## src/rtl/core/mls_pkg.sv

```systemverilog
// ----------------------------------------------------------------------------
// mls_pkg
// shared constants, types and helpers of the mask logit statistics block
// ----------------------------------------------------------------------------
`default_nettype none

package mls_pkg;

    localparam int MAX_PIXELS_LOG2 = 20;
    localparam int SWEEP_STEPS     = 10;

    // fixed field widths of the stream items
    localparam int SCORE_W = 16;
    localparam int SUM_W   = 36;
    localparam int HASH_W  = 32;
    localparam int FIELD_W = 21;
    localparam int SIDX_W  = 4;

    // internal counter width holds 2^MAX_PIXELS_LOG2 itself
    localparam int CNT_W   = MAX_PIXELS_LOG2 + 1;
    localparam int EIDX_W  = $clog2(SWEEP_STEPS + 1);

    localparam int OUT_DATA_W = 152;

    localparam logic [CNT_W-1:0]  CNT_LIMIT  = CNT_W'(1) << MAX_PIXELS_LOG2;
    localparam logic [HASH_W-1:0] HASH_PRIME = 32'd16777619;
    localparam logic [HASH_W-1:0] HASH_BASIS = 32'd2166136261;

    localparam logic signed [SUM_W:0] SUM_MAX = 37'sd34359738367;
    localparam logic signed [SUM_W:0] SUM_MIN = -37'sd34359738368;

    localparam logic KIND_SUMMARY = 1'b0;
    localparam logic KIND_SWEEP   = 1'b1;

    typedef logic [CNT_W-1:0] cnt_t;

    // sweep levels in q8.8: 0, -2, -4, -5, -6, -7, -8, -10, -12, -14
    function automatic logic signed [SCORE_W-1:0] sweep_level(input int idx);
        logic signed [SCORE_W-1:0] lvl;
        begin
            unique case (idx)
                0:       lvl = 16'sd0;
                1:       lvl = -16'sd512;
                2:       lvl = -16'sd1024;
                3:       lvl = -16'sd1280;
                4:       lvl = -16'sd1536;
                5:       lvl = -16'sd1792;
                6:       lvl = -16'sd2048;
                7:       lvl = -16'sd2560;
                8:       lvl = -16'sd3072;
                default: lvl = -16'sd3584;
            endcase
            return lvl;
        end
    endfunction

    function automatic cnt_t sat_inc(input cnt_t c, input logic hit);
        begin
            if (hit && (c < CNT_LIMIT))
            begin
                return c + cnt_t'(1);
            end
            return c;
        end
    endfunction

    // low bits of a counter as an output field
    function automatic logic [FIELD_W-1:0] to_field(input cnt_t c);
        logic [63:0] wide;
        begin
            wide = 64'(c);
            return wide[FIELD_W-1:0];
        end
    endfunction

endpackage

`default_nettype wire

```

## src/rtl/core/mask_logit_statistics.sv

```systemverilog
// ----------------------------------------------------------------------------
// mask_logit_statistics
// per-frame min, max, sum, threshold counts and mask hash of a logit stream
// ----------------------------------------------------------------------------
// channel   dir  handshake            payload
// s_axis    in   s_tvalid/s_tready    tdata score, tlast last_pixel
// m_axis    out  m_tvalid/m_tready    tdata stats, tuser record_kind, tlast
// cfg       in   cfg_valid/cfg_ready  cfg_data mask_threshold
//
// one pixel item per cycle unless a last pixel is held: a pixel is held in the
// input register, the statistics update from it, the single hash multiply sets that path.
// a last pixel loads an output bank that sends 11 records, one per cycle
// while m_tready is high; ordinary pixels keep flowing meanwhile, a further
// last pixel waits in the input register until the bank has been emptied.
// rst_n clears all control state; config is always ready.
// ----------------------------------------------------------------------------
`default_nettype none

module mask_logit_statistics
(
    input  wire logic                          clk,
    input  wire logic                          rst_n,

    input  wire logic                          s_tvalid,
    output logic                               s_tready,
    input  wire logic [mls_pkg::SCORE_W-1:0]   s_tdata,   // [15:0] score
    input  wire logic                          s_tlast,   // last_pixel

    output logic                               m_tvalid,
    input  wire logic                          m_tready,
    // [3:0] sweep_index, [24:4] count, [40:25] frame minimum,
    // [56:41] frame maximum, [92:57] frame sum, [124:93] mask fnv hash,
    // [145:125] pixel_count, rest zero
    output logic [mls_pkg::OUT_DATA_W-1:0]     m_tdata,
    output logic [0:0]                         m_tuser,   // [0] record_kind
    output logic                               m_tlast,   // last_result

    input  wire logic                          cfg_valid,
    output logic                               cfg_ready,
    input  wire logic [mls_pkg::SCORE_W-1:0]   cfg_data   // [15:0] mask_threshold
);

    import mls_pkg::*;

    logic signed [SCORE_W-1:0] threshold_reg;

    // input register
    logic                      in_valid_reg;
    logic signed [SCORE_W-1:0] in_score_reg;
    logic                      in_last_reg;

    // running frame state
    logic                      frame_open_reg;
    logic signed [SCORE_W-1:0] min_reg, min_next;
    logic signed [SCORE_W-1:0] max_reg, max_next;
    logic signed [SUM_W-1:0]   sum_reg, sum_next;
    cnt_t                      fg_reg, fg_next;
    cnt_t                      sweep_reg [SWEEP_STEPS];
    cnt_t                      sweep_next [SWEEP_STEPS];
    logic [HASH_W-1:0]         hash_reg, hash_next;
    cnt_t                      pix_reg, pix_next;

    // output bank
    logic                      bank_valid_reg;
    logic [EIDX_W-1:0]         emit_idx_reg;
    logic signed [SCORE_W-1:0] bank_min_reg;
    logic signed [SCORE_W-1:0] bank_max_reg;
    logic signed [SUM_W-1:0]   bank_sum_reg;
    cnt_t                      bank_fg_reg;
    cnt_t                      bank_sweep_reg [SWEEP_STEPS];
    logic [HASH_W-1:0]         bank_hash_reg;
    cnt_t                      bank_pix_reg;

    logic advance;
    logic out_take;
    logic emit_done;
    logic bank_busy;
    logic bank_load;

    assign cfg_ready = 1'b1;

    assign out_take  = m_tvalid && m_tready;
    assign emit_done = out_take && (emit_idx_reg == EIDX_W'(SWEEP_STEPS));
    assign bank_busy = bank_valid_reg && !emit_done;
    assign advance   = in_valid_reg && !(in_last_reg && bank_busy);
    assign bank_load = advance && in_last_reg;
    assign s_tready  = !in_valid_reg || advance;

    // statistics update for the pixel in the input register
    always_comb
    begin
        logic signed [SCORE_W-1:0] base_min;
        logic signed [SCORE_W-1:0] base_max;
        logic signed [SUM_W-1:0]   base_sum;
        cnt_t                      base_fg;
        logic [HASH_W-1:0]         base_hash;
        cnt_t                      base_pix;
        logic signed [SUM_W:0]     sum_wide;
        logic                      fg_bit;

        if (frame_open_reg)
        begin
            base_min  = min_reg;
            base_max  = max_reg;
            base_sum  = sum_reg;
            base_fg   = fg_reg;
            base_hash = hash_reg;
            base_pix  = pix_reg;
        end
        else
        begin
            base_min  = in_score_reg;
            base_max  = in_score_reg;
            base_sum  = '0;
            base_fg   = '0;
            base_hash = HASH_BASIS;
            base_pix  = '0;
        end

        min_next = (in_score_reg < base_min) ? in_score_reg : base_min;
        max_next = (in_score_reg > base_max) ? in_score_reg : base_max;

        sum_wide = (SUM_W+1)'(base_sum) + (SUM_W+1)'(in_score_reg);
        if (sum_wide > SUM_MAX)
        begin
            sum_next = SUM_W'(SUM_MAX);
        end
        else if (sum_wide < SUM_MIN)
        begin
            sum_next = SUM_W'(SUM_MIN);
        end
        else
        begin
            sum_next = sum_wide[SUM_W-1:0];
        end

        for (int i = 0; i < SWEEP_STEPS; i++)
        begin
            sweep_next[i] = sat_inc(frame_open_reg ? sweep_reg[i] : '0,
                                    in_score_reg > sweep_level(i));
        end

        fg_bit    = in_score_reg > threshold_reg;
        fg_next   = sat_inc(base_fg, fg_bit);
        hash_next = (base_hash ^ HASH_W'(fg_bit)) * HASH_PRIME;
        pix_next  = sat_inc(base_pix, 1'b1);
    end

    always_ff @(posedge clk or negedge rst_n)
    begin
        if (!rst_n)
        begin
            threshold_reg  <= '0;
            in_valid_reg   <= 1'b0;
            frame_open_reg <= 1'b0;
            bank_valid_reg <= 1'b0;
            emit_idx_reg   <= '0;
        end
        else
        begin
            if (cfg_valid && cfg_ready)
            begin
                threshold_reg <= cfg_data;
            end

            if (s_tready)
            begin
                in_valid_reg <= s_tvalid;
            end

            if (advance)
            begin
                frame_open_reg <= !in_last_reg;
            end

            if (bank_load)
            begin
                bank_valid_reg <= 1'b1;
                emit_idx_reg   <= '0;
            end
            else if (emit_done)
            begin
                bank_valid_reg <= 1'b0;
                emit_idx_reg   <= '0;
            end
            else if (out_take)
            begin
                emit_idx_reg <= emit_idx_reg + EIDX_W'(1);
            end
        end
    end

    // payload registers
    always_ff @(posedge clk)
    begin
        if (s_tready && s_tvalid)
        begin
            in_score_reg <= s_tdata;
            in_last_reg  <= s_tlast;
        end

        if (advance)
        begin
            min_reg  <= min_next;
            max_reg  <= max_next;
            sum_reg  <= sum_next;
            fg_reg   <= fg_next;
            hash_reg <= hash_next;
            pix_reg  <= pix_next;
            for (int i = 0; i < SWEEP_STEPS; i++)
            begin
                sweep_reg[i] <= sweep_next[i];
            end
        end

        if (bank_load)
        begin
            bank_min_reg  <= min_next;
            bank_max_reg  <= max_next;
            bank_sum_reg  <= sum_next;
            bank_fg_reg   <= fg_next;
            bank_hash_reg <= hash_next;
            bank_pix_reg  <= pix_next;
            for (int i = 0; i < SWEEP_STEPS; i++)
            begin
                bank_sweep_reg[i] <= sweep_next[i];
            end
        end
    end

    // record select: index 0 is the summary, then one record per sweep level
    always_comb
    begin
        logic [FIELD_W-1:0] sweep_cnt;
        logic [SIDX_W-1:0]  sweep_idx;

        sweep_cnt = '0;
        sweep_idx = '0;
        for (int i = 0; i < SWEEP_STEPS; i++)
        begin
            if (emit_idx_reg == EIDX_W'(i + 1))
            begin
                sweep_cnt = to_field(bank_sweep_reg[i]);
                sweep_idx = SIDX_W'(i);
            end
        end

        m_tvalid = bank_valid_reg;
        m_tdata  = '0;
        if (emit_idx_reg == '0)
        begin
            m_tuser[0]       = KIND_SUMMARY;
            m_tlast          = 1'b0;
            m_tdata[24:4]    = to_field(bank_fg_reg);
            m_tdata[40:25]   = bank_min_reg;
            m_tdata[56:41]   = bank_max_reg;
            m_tdata[92:57]   = bank_sum_reg;
            m_tdata[124:93]  = bank_hash_reg;
            m_tdata[145:125] = to_field(bank_pix_reg);
        end
        else
        begin
            m_tuser[0]    = KIND_SWEEP;
            m_tlast       = emit_idx_reg == EIDX_W'(SWEEP_STEPS);
            m_tdata[3:0]  = sweep_idx;
            m_tdata[24:4] = sweep_cnt;
        end
    end

    // checks

    a_emit_idx_range: assert property (@(posedge clk) disable iff (!rst_n)
        emit_idx_reg <= EIDX_W'(SWEEP_STEPS))
        else $error("record index beyond the last sweep record");

    a_load_starts_summary: assert property (@(posedge clk) disable iff (!rst_n)
        bank_load |=> (m_tvalid && (emit_idx_reg == '0) && !frame_open_reg))
        else $error("frame end did not start a summary record");

    a_drain_resets: assert property (@(posedge clk) disable iff (!rst_n)
        (emit_done && !bank_load) |=> (!m_tvalid && (emit_idx_reg == '0)))
        else $error("bank not released after the final record");

    a_pix_saturates: assert property (@(posedge clk) disable iff (!rst_n)
        (frame_open_reg |-> (pix_reg <= CNT_LIMIT)))
        else $error("pixel counter past its limit");

endmodule

`default_nettype wire

```

## config.mk

```make
export PLATFORM = sky130hd
export DESIGN_NAME = mask_logit_statistics
export DESIGN_NICKNAME = d
export VERILOG_FILES = /design/src/rtl/core/mls_pkg.sv /design/src/rtl/core/mask_logit_statistics.sv
export SDC_FILE = /design/constraint.sdc
export NUM_CORES = 2
export LEC_CHECK = 0
export ABC_AREA = 1
export BUFFER_PORTS_ARGS = -buffer_cell sky130_fd_sc_hd__buf_4
export CORE_MARGIN = 2
export CORE_UTILIZATION = 44
export DETAILED_ROUTE_END_ITERATION = 16
export PLACE_DENSITY = 0.66
export SYNTH_ARGS = -nofsm -noshare
export SYNTH_HDL_FRONTEND = slang
export SYNTH_SLANG_ARGS = --single-unit
```

## constraint.sdc

```tcl
create_clock -name clk -period 15.6 [get_ports clk]
set_input_delay 0.78 -clock clk [delete_from_list [all_inputs] [get_ports clk]]
set_output_delay 0.78 -clock clk [all_outputs]
set_load 0.02 [all_outputs]
```

After elaboration in Yosys (flattened, before gate mapping)
Memory sizes are Yosys's and may differ from the RTL's.
Cells that the tools add are included.
- magnitude comparators: 27
- mux-type cells: 89
- add/subtract/negate cells: 14
- reductions and logical operators: 26
- multipliers: 1
- eq/ne operators: 10
- bitwise logic cells: 1
- operators with widths (kind ; number):
    21-bit 2-to-1 mux ; 47
    21-bit by 1-bit adder with 21-bit output, second input constant ; 12
    21-bit less-than comparator, second input constant ; 12
    121-bit 2-to-1 mux ; 1
    36-bit 2-to-1 mux ; 3
    16-bit by 12-bit > comparator with 1-bit output, second input constant ; 4
    16-bit 2-to-1 mux ; 4
    16-bit by 13-bit > comparator with 1-bit output, second input constant ; 3
    4-bit 2-to-1 mux ; 12
    36-bit by 16-bit adder with 37-bit output ; 1
    37-bit by 36-bit > comparator with 1-bit output, second input constant ; 1
    37-bit by 36-bit less-than comparator with 1-bit output, second input constant ; 1
    16-bit > comparator ; 2
    32-bit by 25-bit multiplier with 32-bit output, second input constant ; 1
    32-bit 2-to-1 mux ; 1
    32-bit by 1-bit bitwise XOR with 32-bit output ; 1
    1-bit 2-to-1 mux ; 21
    1-bit logical AND ; 18
    4-bit by 3-bit == test with 1-bit output, second input constant ; 4
    16-bit by 1-bit > comparator with 1-bit output, second input constant ; 1
    16-bit by 10-bit > comparator with 1-bit output, second input constant ; 1
    16-bit by 11-bit > comparator with 1-bit output, second input constant ; 1
    16-bit less-than comparator ; 1
    4-bit == test, second input constant ; 3
    8 further kinds ; 12
- logic and storage cells: 189
- memory bits (writable): 420
- flip-flop bits (word level): 324
- input port bits: 38
- memories: 2
- output and inout bits: 157
- memory list (memory ; words ; width ; rd ports ; clocked after Yosys merged registers in ; wr ports ; line ; text):
    bank_sweep_reg ; 10 ; 21 ; 10 ; 0 ; 10 ; mask_logit_statistics.sv:70 ; cnt_t bank_sweep_reg [SWEEP_STEPS];
    sweep_reg ; 10 ; 21 ; 10 ; 0 ; 10 ; mask_logit_statistics.sv:58 ; cnt_t sweep_reg [SWEEP_STEPS];

Longest topological paths before layout
- word-level depth: 12
- gate-level depth with buffers: 36

Worst setup path before layout
Ideal clock, no wire load.
- path kind: reg-to-reg
- from: register emit_idx_reg[0]
- to: register bank_fg_reg[0] (enable)
- arrival: 16406 ps
- clock period less this slack: 17062 ps
- required time: 14944 ps
- setup slack: -1462 ps
- stages on the path, launching flop included: 11
- path through: dfrtp_1 > inv_1 > ha_1 > inv_1 > nor2_2 > nand2_1 > nand3_1 > nand2_1 > inv_1 > nand2_1 > inv_1
- longest elaborated chain between the ends: 8
- ends and longest elaborated chain (item ; line ; text):
    start: declaration ; mask_logit_statistics.sv:65 ; logic [EIDX_W-1:0] emit_idx_reg;
    start signal: assignment ; mask_logit_statistics.sv:188 ; emit_idx_reg <= emit_idx_reg + EIDX_W'(1);
    4-bit == test ; mask_logit_statistics.sv:83 ; assign emit_done = out_take && (emit_idx_reg == EIDX_W'(SWEEP_STEPS));
    1-bit logical AND ; mask_logit_statistics.sv:83 ;
    1-bit zero test ; mask_logit_statistics.sv:84 ; assign bank_busy = bank_valid_reg && !emit_done;
    1-bit logical AND ; mask_logit_statistics.sv:84 ;
    1-bit logical AND ; mask_logit_statistics.sv:85 ; assign advance = in_valid_reg && !(in_last_reg && bank_busy);
    1-bit zero test ; mask_logit_statistics.sv:85 ;
    1-bit logical AND ; mask_logit_statistics.sv:85 ;
    named net advance ; mask_logit_statistics.sv:74 ; logic advance;
    1-bit logical AND ; mask_logit_statistics.sv:86 ; assign bank_load = advance && in_last_reg;
    named net bank_load ; mask_logit_statistics.sv:78 ; logic bank_load;
    end signal: assignment ; mask_logit_statistics.sv:221 ; bank_fg_reg <= fg_next;
    end: declaration ; mask_logit_statistics.sv:69 ; cnt_t bank_fg_reg;
The timed path passes the listed nets, and every way through them passes these cells.
A chain may end at the register's enable or synchronous reset.

Worst setup path after layout
- from: register in_score_reg[5]
- to: register hash_reg[21], data pin
- longest elaborated chain between the ends: 3
- ends and longest elaborated chain (item ; line ; text):
    start: declaration ; mask_logit_statistics.sv:49 ; logic signed [SCORE_W-1:0] in_score_reg;
    start signal: assignment ; mask_logit_statistics.sv:198 ; in_score_reg <= s_tdata;
    16-bit > comparator ; mask_logit_statistics.sv:143 ; fg_bit = in_score_reg > threshold_reg;
    32-bit by 1-bit bitwise XOR with 32-bit output ; mask_logit_statistics.sv:145 ; hash_next = (base_hash ^ HASH_W'(fg_bit)) * HASH_PRIME;
    32-bit by 25-bit multiplier with 32-bit output ; mask_logit_statistics.sv:145 ;
    named net hash_next[21] ; mask_logit_statistics.sv:60 ; logic [HASH_W-1:0] hash_reg, hash_next;
    end signal: assignment ; mask_logit_statistics.sv:208 ; hash_reg <= hash_next;
    end: declaration ; mask_logit_statistics.sv:60 ;
The timed path passes the listed nets, and every way through them passes these cells.

==> flow_summary_export.csv <==
group,metric,value,unit
run_status,status,"completed",
route,drt_iter0_drc,3241,
cts,post_cts_buffers,0,
synthesis,synth_common_cells,"1253 x nand2_1, 734 x inv_1, 721 x edfxtp_1, 564 x nor2_1, 285 x ha_1",
setup_path,worstSetupEndpointType,"flip-flop",
synthesis,synthTopCellsByArea,"edfxtp_1 47%, nand2_1 10%, ha_1 7.7%",
timing,fmax,0.132,GHz
timing,finalSetupViolCount,0,
synthesis,synth_top_family_by_area,"simple AND/OR/NAND/NOR gates",
route,wl_met3,8440,um
setup_path,crit_path_top_delay_cell,"xnor2_2",
synthesis,synth_edf_count,721,
synthesis,synthFlopType,"edfxtp_1",
timing,fin_setup_tns,0,ps
cts,htree_levels,3,
route,wl_per_cell,18.5,um
timing,finClkSkew,35.8,ps
die,fp.coreArea,0.104,mm^2
cts,cts_tree,"done",
timing,maxSlewViolCount,0,
global_route,grt_overflow,0,
synthesis,synth_top_area_share,0.470,
synthesis,synth.distinct_cells,52,
timing,fin_crit_sh,0.484,
cts,clock-root-buffer,"clkbuf_16",
layout,fillers,9711,
timing,grt_setup_unrepaired,"no",
setup_path,worstPathArrival,7940,ps
setup_path,critPathMaxStageDelay,870,ps
cts,clock_sinks,744,
timing,relSlewSlack,0.233,
route,ant_nets,0,
route,drt-pass1-iter-count,6,
flow_run,cap_violations,0,
timing,hold_viol,0,
die,die_x,327,um
route,top_layer,"met5",
placement,gp_congestion,0.951,
worst_hold_path,min_path_type,"in2async",
synthesis,synthCells,5097,
global_route,grt_max_degree,154,
setup_path,path_common_cell,"ha_1",
global_route,grt_pass1_vias,33600,
cts,clock_latency,670,ps
die,start_util,0.444,
global_route,track_usage,0.228,
setup_path,critPathKind,"reg2reg",
synthesis,yosys.area.top_type,"edfxtp_1",
cts,clk_path_buf_depth,3,
route,drcViolationCount,0,
synthesis,yosys_warnings,0,
synthesis,synthSimpleGateAreaFrac,0.214,
timing,whs,32.0,ps
cts,cts_hold_buf,0,
synthesis,ys_ff_latch,744,
placement,dp.final_hpwl,91500,um
synthesis,ys_async_sr_fraction,0.0309,
timing,fin_ws,8040,ps
cts,clkSlewWorstSetupHoldPaths,70,ps
die,die_h,327,um
global_route,grt_pass1_wl,192000,um
layout,drive_gt1_frac,0.0876,
cts,cts_made_buffers,82,
synthesis,yosys-mux-area-fraction,0.000245,
placement,portBuffers,187,
synthesis,postSynthAreaPerCell,9.03,um^2
route,wl_met1,56500,um
synthesis,synth_xor_area_frac,0.0544,
timing,tightest_slew,1140,ps
synthesis,synth-compound-area-share,0.0598,
setup_path,crit_path_max_fanout,23,
route,wl_met2,55600,um
layout,area_growth,11.5,%
cts,cts-resized-gates,0,
synthesis,synth_area,0.0460,mm^2
setup_path,cp.required,15990,ps
die,rows,118,
layout,fin_nets,5645,
route,routed_wl,124000,um
global_route,antenna_found_initial,1,
route,vias,35000,
synthesis,synth_most_common_cell,"nand2_1",
synthesis,seq_area_frac_synth,0.483,
die,die-area,0.107,mm^2
synthesis,synthAdderAreaFrac,0.110,
timing,post-route-min-period,7560,ps
placement,place_ws,8070,ps
die,io_pins,195,
route,vias_per_cell,5.23,
setup_path,cp-start-kind,"flip-flop",
through the flow:
| stage | util | cells | area, um^2 |
|---|---|---|---|
| 2_1_floorplan | - | 5102 | 46100 |
| 3_3_place_gp | 0.469 | 6543 | 48600 |
| 3_5_place_dp | 0.469 | 6543 | 48600 |
| 4_1_cts | 0.495 | 6691 | 51300 |
| 5_1_grt | 0.495 | 6691 | 51300 |
| 6_report | 0.495 | 6692 | 51300 |
path summary, 6_finish.rpt:
kind / slack (ps) / to / start / depth (start not counted)
setup / recovery: 8040 / hash_reg[21]$_DFFE_PP_ / in_score_reg[5]$_DFFE_PP_ / 28
hold / removal: 30 / threshold_reg[6]$_DFFE_PN0P_ / rst_n / 1
setup reg to reg: 8040 / hash_reg[21]$_DFFE_PP_ / in_score_reg[5]$_DFFE_PP_ / 28
hold reg to reg: 530 / threshold_reg[2]$_DFFE_PN0P_ / threshold_reg[2]$_DFFE_PN0P_ / 2
max in group asynchronous: 15220 / frame_open_reg$_DFFE_PN0P_ / rst_n / 1
min in group clk: 300 / in_score_reg[7]$_DFFE_PP_ / s_tdata[7] / 1
routing by layer:
| metal | vias to the layer above | GRT usage |
|---|---|---|
| li1 | 17100 | - |
| met1 | 16600 | 0.331 |
| met2 | 1138 | 0.359 |
| met3 | 179 | 0.0277 |
| met4 | 2 | 0.0672 |
| met5 | - | 0 |
cell usage in the layout, fill, tap and decap left out, types with 63 or more instances in the layout:
| master | count |
|---|---|
| nor3_1 | 63 |
| o21ai_0 | 240 |
| buf_4 | 212 |
| inv_1 | 732 |
| nand3_1 | 188 |
| ha_1 | 285 |
| fa_1 | 75 |
| edfxtp_1 | 721 |
| nand2_1 | 1253 |
| clkbuf_16 | 83 |
| a21oi_1 | 152 |
| nor2_1 | 562 |
| nand4_1 | 85 |
| xor2_1 | 226 |
critical path: cells and delay by family (launching register included):
family	cells	cell delay (ps)
xor gates and xnor gates	2	980
and+or+nand+nor	10	1440
DFF	1	500
adders and majority gates	9	3170
AOI/OAI and AO/OA	5	1110
buffers and inverters	2	100
cell families after synthesis:
logic type               after synthesis
buffers and inverters                895
XOR/XNOR                             286
AND/OR/NAND/NOR                     2305
other                                  2
AO/OA/AOI/OAI                        504
multiplexers                           1
adder cells (fa/ha/maj)              360
flip-flops                           744
layout make-up:
class / count / area, um^2 / area share
antenna: 1 / 2.50 / 0.0000488
clock buffer: 97 / 2160 / 0.0421
clock inverter: 51 / 546 / 0.0106
inverter: 743 / 2800 / 0.0546
multi-input combinational: 3463 / 20200 / 0.394
sequential: 744 / 22200 / 0.433
tap: 1380 / 1730 / 0.0336
timing repair buffer: 213 / 1610 / 0.0314
Power is left out: the tool's default activity adds up to more than one toggle a clock period on the data nets, which glitch-free logic cannot reach.
